--- src/sv/iptl_ram.sv ---
// iptl_ram: generic single-write, single-read synchronous ram with
// registered read data. No dependencies.
module iptl_ram #(
    parameter int WIDTH = 8,
    parameter int DEPTH = 64
) (
    input  logic                     clk,
    input  logic                     we,
    input  logic [$clog2(DEPTH)-1:0] waddr,
    input  logic [WIDTH-1:0]         wdata,
    input  logic [$clog2(DEPTH)-1:0] raddr,
    output logic [WIDTH-1:0]         rdata
);

    logic [WIDTH-1:0] mem [DEPTH];

    // write port and registered read
    always_ff @(posedge clk)
    begin
        if (we)
        begin
            mem[waddr] <= wdata;
        end
        rdata <= mem[raddr];
    end

endmodule

--- config.mk ---
export PLATFORM = sky130hd
export DESIGN_NAME = iptl_ram
export DESIGN_NICKNAME = d
export VERILOG_FILES = /design/src/sv/iptl_ram.sv
export SDC_FILE = /design/constraint.sdc
export NUM_CORES = 1
export LEC_CHECK = 0
export ABC_CLOCK_PERIOD_IN_PS = 1600
export BUFFER_PORTS_ARGS = -buffer_cell sky130_fd_sc_hd__buf_2
export CAP_MARGIN = 10
export CORE_ASPECT_RATIO = 2
export CORE_MARGIN = 5
export CORE_UTILIZATION = 56
export CTS_CLUSTER_DIAMETER = 200
export DETAILED_ROUTE_END_ITERATION = 10
export PLACE_DENSITY = 0.72
export SYNTH_ARGS = -nofsm -noshare
export SYNTH_HDL_FRONTEND = slang
export SYNTH_SLANG_ARGS = --single-unit
export TNS_END_PERCENT = 5
--- constraint.sdc ---
create_clock -name clk -period 1.6 [get_ports clk]
set_input_delay 0.08 -clock clk [delete_from_list [all_inputs] [get_ports clk]]
set_output_delay 0.08 -clock clk [all_outputs]
set_load 0.02 [all_outputs]
==> Word level (Yosys, flattened, before mapping) <==
Memories as Yosys holds them, arrays and structs flattened. A register that Yosys moved wholly into a read port is not among the register bits.
Cells that the tools add are included.
{ "classes": {"muxes": 2, "reduce_logical": 0, "n_mul": 0, "eq_ne": 0, "addsub": 0, "order_cmp": 0, "div": 0, "shifts": 0, "bitwise": 0} }
{ "op_table": {"columns": ["operator", "n"], "rows": [
  ["1-bit 2-to-1 mux", 2]
]} }
{ "totals": {"in_bits": 22, "elab_cells": 3, "out_inout_bits": 8, "mem_count": 1, "rom_bits": 0, "ramBits": 512, "latchBits": 0, "regBits": 0} }
{ "mem_list": {"columns": ["name", "depth", "width", "read_ports", "rd_clocked_by_memory_dff", "write_ports", "line_no", "text"], "rows": [
  ["mem", 64, 8, 1, 1, 1, "15", "logic [WIDTH-1:0] mem [DEPTH];"]
]} }

==> Logic depth before layout (Yosys ltp) <==
Gate-level depths: netlist (run 1).
{ "depth": {"ltp_word": 2, "ltp_mapped": 9, "mapped_depth_nobuf": 5} }

==> Worst setup path after synthesis (run 1) <==
Ideal clock, no wire load.
{ "synth_path": {"path_type": "input to register", "from": "input port raddr[1]", "to": "register rdata[3] (read register of mem)", "path_slack_ns": -0.148, "t_required_ns": 1.472, "t_arrival_ns": 1.620, "stages": 7, "setup_ns": 0.128, "n_path_buf": 3, "path_cell_list": "buf_4 buf_2 buf_2 mux4_2 mux4_2 o21ai_1 o41ai_1"} }
{ "synth_lines": {"columns": ["item", "line_no", "text"], "rows": [
  ["start, declared", "11", "input logic [$clog2(DEPTH)-1:0] raddr,"],
  ["end, declared", "12", "output logic [WIDTH-1:0] rdata"]
]} }

==> flow_summary.yaml, run 1 <==
status:
  outcome: "complete, but fails checks"
  violations: "negative setup slack"
setup_path:
  cp.arrival_ns: 2.29
  worst_ep_required_time_ns: 2.04
  r2r_slack_ns: -0.25
  path_class: "flop to flop"
  critPathLaunchType: "flop"
  end_kind: "flop"
  worstPathMaxFanout: 1
min_path:
  worstHoldPathType: "input pin to flop"
clock_tree:
  post-cts-setup-buffers: 0
  clk_latency_ns: 0.56
  cts_made_buffers: 40
  root_buffer: "clkbuf_16"
  clk_pin_slew_ns: 0.07
  htree_num_levels: 2
  clkSinkCount: 520
  cts_tree: "yes"
  clock_path_buffers: 3
flow_run:
  maxCapViolCount: 0
synth:
  synth_edf_count: 512
  yosysWarnings: 0
  ys_async_sr_fraction_pct: 0
  netlist.top_cell.by_area: "edfxtp_1"
  ys.flop_type: "edfxtp_1"
  ys_seq_area_share_pct: 77.0
  synthesis.area_um2: 20200
  synth_nets: 962
  synth_cell_types: 40
  syn_avg_cell_area_um2: 21.5
  synth_area_leaders: "edfxtp_1, mux4_2, nor2_1"
  syn_inst: 940
  yosys.area.top_type_share_pct: 76.2
  synth_seq_cells: 520
sta:
  rsz0062_at_grt: "yes"
  timing.hold.ws_ns: 0.133
  slew_headroom_pct: 18.4
  final-hold-violation-count: 0
  drv_slew: 0
  setup_viol: 8
  finalCritPeriodShare_pct: 116
  timing.fmax_ghz: 0.540
  setup_ws_ns: -0.250
  tightest_slew_ns: 1.22
  fin_crit_ns: 1.85
  finClkSkew_ns: 0.0212
pwr:
  pwr-share-comb_pct: 6.2
  switching_share_pct: 20.7
  p_int_w: 0.0213
  ir_worst_vdd_mv: 0.767
  clockPowerShare_pct: 37.6
  power_density_nw_per_um2: 1140
  leakage_nw: 7.71
  p_switching_w: 0.00555
  seqPwrFrac_pct: 56.3
  p_total_w: 0.0268
route:
  routed_wl_um: 45000
  dr_total_vias: 9987
  wl_met1_um: 14600
  first_pass_iters: 5
  viasPerCell: 6.19
  wl_per_cell_um: 27.9
  route.detailed.drc: 0
  postRouteAntennaNets: 0
  drt_iter0_drc: 834
  top_layer_used: "met5"
  dr_wl_met3_um: 2560
  wl_met2_um: 25500
floorplan:
  core_um2: 35700
  row_count: 98
  start_util_pct: 56.5
  dieArea_um2: 40100
  dieWidth_um: 144
  pin_count: 30
  die_h_um: 278
cells_and_area:
  fillCellCount: 2241
  ff_latch_area_um2: 15500
  area_growth_pct: 16.6
  nNetsFinal: 1154
  multiInputGateArea_um2: 4420
  drive_gt1_share_pct: 35.8
  finalNonFillerCells: 1613
  n_antenna_cell: 0
global_routing:
  grt_antenna_before_repair: 1
  gr-total-overflow: 0
  grt_max_degree: 65
  grt_pass1_wl_um: 67100
  grt_pass1_vias: 10600
  grt.total_usage_pct: 23.3
place:
  dp_cells: 1537
  dp_slack_ns: -0.470
  hpwl_um: 30500
  gp_congestion: 0.882
  portBuffers: 29
worst max-delay path: stages, from the launching register on:
cell      delay [ns]
edfxtp_1        0.38
mux4_2          0.46
mux2_4          0.28
o221a_4         0.29
nor3_4          0.22
o32ai_1         0.10
layer usage:
layer	up-vias	GRT usage [%]
met1	5155	26.3
li1	4298	-
met3	121	2.87
met2	411	43.0
met5	-	0
met4	2	10.8
state kept, by name (all words and copies together), names as in the netlist:
| register | flops |
|---|---|
| mem | 512 |
| rdata | 8 |
cells in the mapped netlist, types with 4 or more instances:
| cell type | number |
|---|---|
| a211oi_1 | 4 |
| a221oi_1 | 6 |
| buf_1 | 4 |
| buf_2 | 11 |
| buf_4 | 13 |
| buf_6 | 4 |
| clkbuf_1 | 17 |
| dfxtp_1 | 8 |
| edfxtp_1 | 512 |
| mux2_2 | 13 |
| mux2i_1 | 23 |
| mux4_2 | 126 |
| nand2_1 | 19 |
| nand2b_1 | 7 |
| nand3_1 | 13 |
| nor2_1 | 83 |
| nor2b_1 | 14 |
| nor3_1 | 7 |
| o221ai_1 | 8 |
| o22ai_1 | 8 |
power groups by stage:
stage	Sequential, W	Clock, W	Combinational (W)
6_report	0.0151	0.0101	0.00166
4_1_cts	0.0151	0.0102	0.00167
3_3_place_gp	0.0154	0	0.00159
2_1_floorplan	0.0154	0	0.000822
3_5_place_dp	0.0154	0	0.00162
5_1_grt	0.0151	0.0108	0.00175
cell families (layout without fill, tap and decap cells):
kind of cell	Yosys count	in the layout	share of synthesized area (%)
AO/OA/AOI/OAI	54	54	2.07
AND/OR/NAND/NOR	153	153	3.39
multiplexers	162	162	15.9
buffers and inverters	51	274	1.57
flip-flops	520	520	77.0
cell usage in the layout, fill, tap and decap left out, types with 3 or more instances in the layout:
| master | count |
|---|---|
| nor2_1 | 83 |
| nand2b_1 | 7 |
| o221ai_1 | 8 |
| o22ai_1 | 8 |
| nor3_1 | 5 |
| o2111ai_1 | 3 |
| a22oi_1 | 3 |
| edfxtp_1 | 512 |
| mux2_4 | 4 |
| a211oi_1 | 4 |
| a21oi_1 | 3 |
| buf_2 | 26 |
| nand3_1 | 13 |
| o21ai_2 | 3 |
| nor2b_1 | 14 |
| mux2_2 | 9 |
| clkbuf_1 | 7 |
| mux4_2 | 126 |
| nand3b_1 | 3 |
| clkinv_2 | 9 |
| buf_4 | 156 |
| clkbuf_16 | 44 |
| clkbuf_8 | 4 |
| nand2_1 | 19 |
| a221oi_1 | 3 |
| dlygate4sd3_1 | 3 |
| dfxtp_1 | 8 |
| buf_12 | 15 |
| a221oi_2 | 3 |
| clkinvlp_4 | 3 |
| mux2i_1 | 23 |
final timing paths:
path,to,start,cells after the start
max reg2reg,rdata[6],mem[28][6],5
max,rdata[6],mem[28][6],5
min reg2reg,rdata[7],mem[0][7],4
min,mem[49][3],waddr[1],3
cell type report:
type / count / share of cell area [%]
flip-flops and latches: 520 / 66.1
clock buffers: 54 / 4.97
well taps: 450 / 2.40
multi-input cells: 369 / 18.8
clock inverters: 19 / 0.740
repair buffers: 201 / 7.00
stage by stage:
stage                     TNS [ns]  instance area [um^2]  util (%)
after floorplan             -0.339                 20200         -
after global placement       -3.16                 22100      61.8
after detailed placement     -3.23                 22100      61.8
after CTS                    -1.53                 23500      65.8
after global routing         -1.90                 23500      65.9
final                        -1.52                 23500      65.9
what timing repair did:
item / in CTS / in global routing
endpoints found under the setup margin: 8 / 8
gates resized for setup: 15 / 1
pin swaps: 5 / 1
hold endpoints to repair: 5 / 2
gates cloned: 0 / 0
hold buffers: 2 / 1
(Power assumes the default switching activity.)
==> run 2: changes to the inputs <==
- ABC_CLOCK_PERIOD_IN_PS: 1600 -> 2000
- CORE_UTILIZATION: 56 -> 60
- PLACE_DENSITY: 0.72 -> 0.73
- clock period: 1.6 -> 2 ns (I/O delays scaled with it)
==> flow_summary.yaml, run 2 (synthesized netlist as in run 1, its figures left out) <==
route:
  routed_wl_um: 45800
  dr_total_vias: 9953
  drt_iter0_drc: 894
  wl_per_cell_um: 29.1
  postRouteAntennaNets: 0
  first_pass_iters: 5
  route.detailed.drc: 0
  viasPerCell: 6.32
setup_path:
  r2r_slack_ns: 0.01
  end_kind: "flop"
  worst_ep_required_time_ns: 2.44
  critical_path_buf_inv_count: 0
  cp_top_family: "multiplexers"
  rr_worst_depth: 5
  critPathSlowestCell: "mux4_2"
  slowest_delay_ns: 0.51
  reg2reg_from: "mem[2][1]"
  crit_top_cell: "mux4_2"
  regToRegEndpoint: "rdata[1]"
  worstPathMaxFanout: 1
  worstPathCellList: "mux4_2 -> mux4_2 -> nor2_2 -> nor3_1 -> o2bb2ai_1"
  critPathLaunchType: "flop"
  cp.arrival_ns: 2.44
  path_class: "flop to flop"
floorplan:
  start_util_pct: 60.4
  dieWidth_um: 140
  row_count: 95
  die_h_um: 269
  dieArea_um2: 37600
  pin_count: 30
  core_um2: 33400
clock_tree:
  cts_tree: "yes"
  root_buffer: "clkbuf_16"
  clock_path_buffers: 3
  htree_num_levels: 2
  clkSinkCount: 520
  clk_latency_ns: 0.55
  cts_made_buffers: 42
  clk_pin_slew_ns: 0.07
min_path:
  min_path_cells: 2
  min_from: "wdata[0]"
  worstHoldPathType: "input pin to flop"
  min_to: "mem[58][0]"
sta:
  tightest_slew_ns: 0.715
  rsz0062_at_grt: "no"
  finalCritPeriodShare_pct: 99.5
  finClkSkew_ns: 0.0112
  final-hold-violation-count: 0
  timing.fmax_ghz: 0.502
  slew_headroom_pct: 52.3
  drv_slew: 0
  fin_crit_ns: 1.99
  setup_viol: 0
  setup_ws_ns: 0.00978
cells_and_area:
  top_register: "mem"
  fillCellCount: 2011
  fin_util_pct: 69.5
  final_cell_mix: "edfxtp_1, buf_4, mux4_2, nor2_1, clkbuf_16"
  nNetsFinal: 1128
  reg_top3: "mem (512), rdata (8)"
  layout_commonest_cell: "edfxtp_1"
  largest_reg_flops: 512
  area_growth_pct: 15.1
  drive_gt1_share_pct: 32.8
global_routing:
  grt.total_usage_pct: 24.8
  grt_pass1_vias: 10600
  gr-total-overflow: 0
  grt_antenna_before_repair: 2
  grt_pass1_wl_um: 67800
  grt_max_degree: 65
place:
  hpwl_um: 31300
  dp_slack_ns: -0.265
  gp_congestion: 0.875
  portBuffers: 29
status:
  outcome: "finished, final reports clean"
flow_run:
  maxCapViolCount: 0
pwr:
  leakage_nw: 7.54
  p_total_w: 0.0215
  ir_worst_vdd_mv: 0.683
  power_density_nw_per_um2: 927
-- run 2: cell count changes in the layout (fill, tap and decap cells not counted), sizes merged --
cell,change
buf,-26
clkinv,+4
inv,-3
clkbuf,+2
clkinvlp,-2
diode,+2
dlygate4sd3,-2
bufinv,+1
-- run 2: cell type report --
cell class,instances,area (um^2),area share [%]
Antenna cell,2,5.00,0.0216
Clock buffer,56,1180,5.07
Clock inverter,19,173,0.744
Multi-Input combinational cell,369,4340,18.7
Sequential cell,520,15500,67.0
Tap cell,436,546,2.35
Timing Repair Buffer,173,1430,6.16
-- run 2: how the worst max path moves through the flow --
stage / slack, ns / from / cells past startpoint / to
3_5_place_dp: -0.26 / raddr[0] / 7 / rdata[1]
6_report: 0.01 / mem[2][1] / 5 / rdata[1]
5_1_grt: 0.02 / mem[14][0] / 5 / rdata[0]
2_1_floorplan: 0.23 / raddr[1] / 7 / rdata[3]
3_3_place_gp: -0.26 / raddr[0] / 7 / rdata[1]
4_1_cts: 0.02 / mem[21][6] / 5 / rdata[6]
-- run 2: per-layer routing --
metal  routed length (um)  part of all wire [%]  global-route usage [%]  up-vias
li1                     -                     -                       -     4237
met1                15300                    33                    27.9     5204
met2                25700                    56                    45.7      386
met3                 2000                   4.4                    2.78      126
met4                 2780                   6.1                    13.4        0
met5                    0                     0                       0        -
-- run 2: report_power, final --
group	internal (W)	switching, W
Combinational	0.000531	0.000737
Clock	0.00454	0.00361
Sequential	0.0121	0.0000353
Total	0.0171	0.00438
-- run 2: repair_timing --
action                     4_1_cts  5_1_grt
setup endpoints to repair        3        1
hold buffers                     1        0
gates resized for setup          4        1
setup buffers                    0        0
hold endpoints to repair         3        0
-- run 2: worst register-to-register path, stage by stage, from the launching register on --
cell	delay, ns
edfxtp_1	0.38
mux4_2	0.50
mux4_2	0.51
nor2_2	0.23
nor3_1	0.12
o2bb2ai_1	0.15
-- run 2: through the flow --
step           setup TNS [ns]  instances  area, um^2  hold slack, ns
2_1_floorplan               0        940       20200           0.199
3_3_place_gp            -1.05       1497       21800           0.544
3_5_place_dp            -1.10       1497       21800           0.537
4_1_cts                     0       1573       23200          0.0292
5_1_grt                     0       1575       23200          0.0350
6_report                    0       1575       23200          0.0334
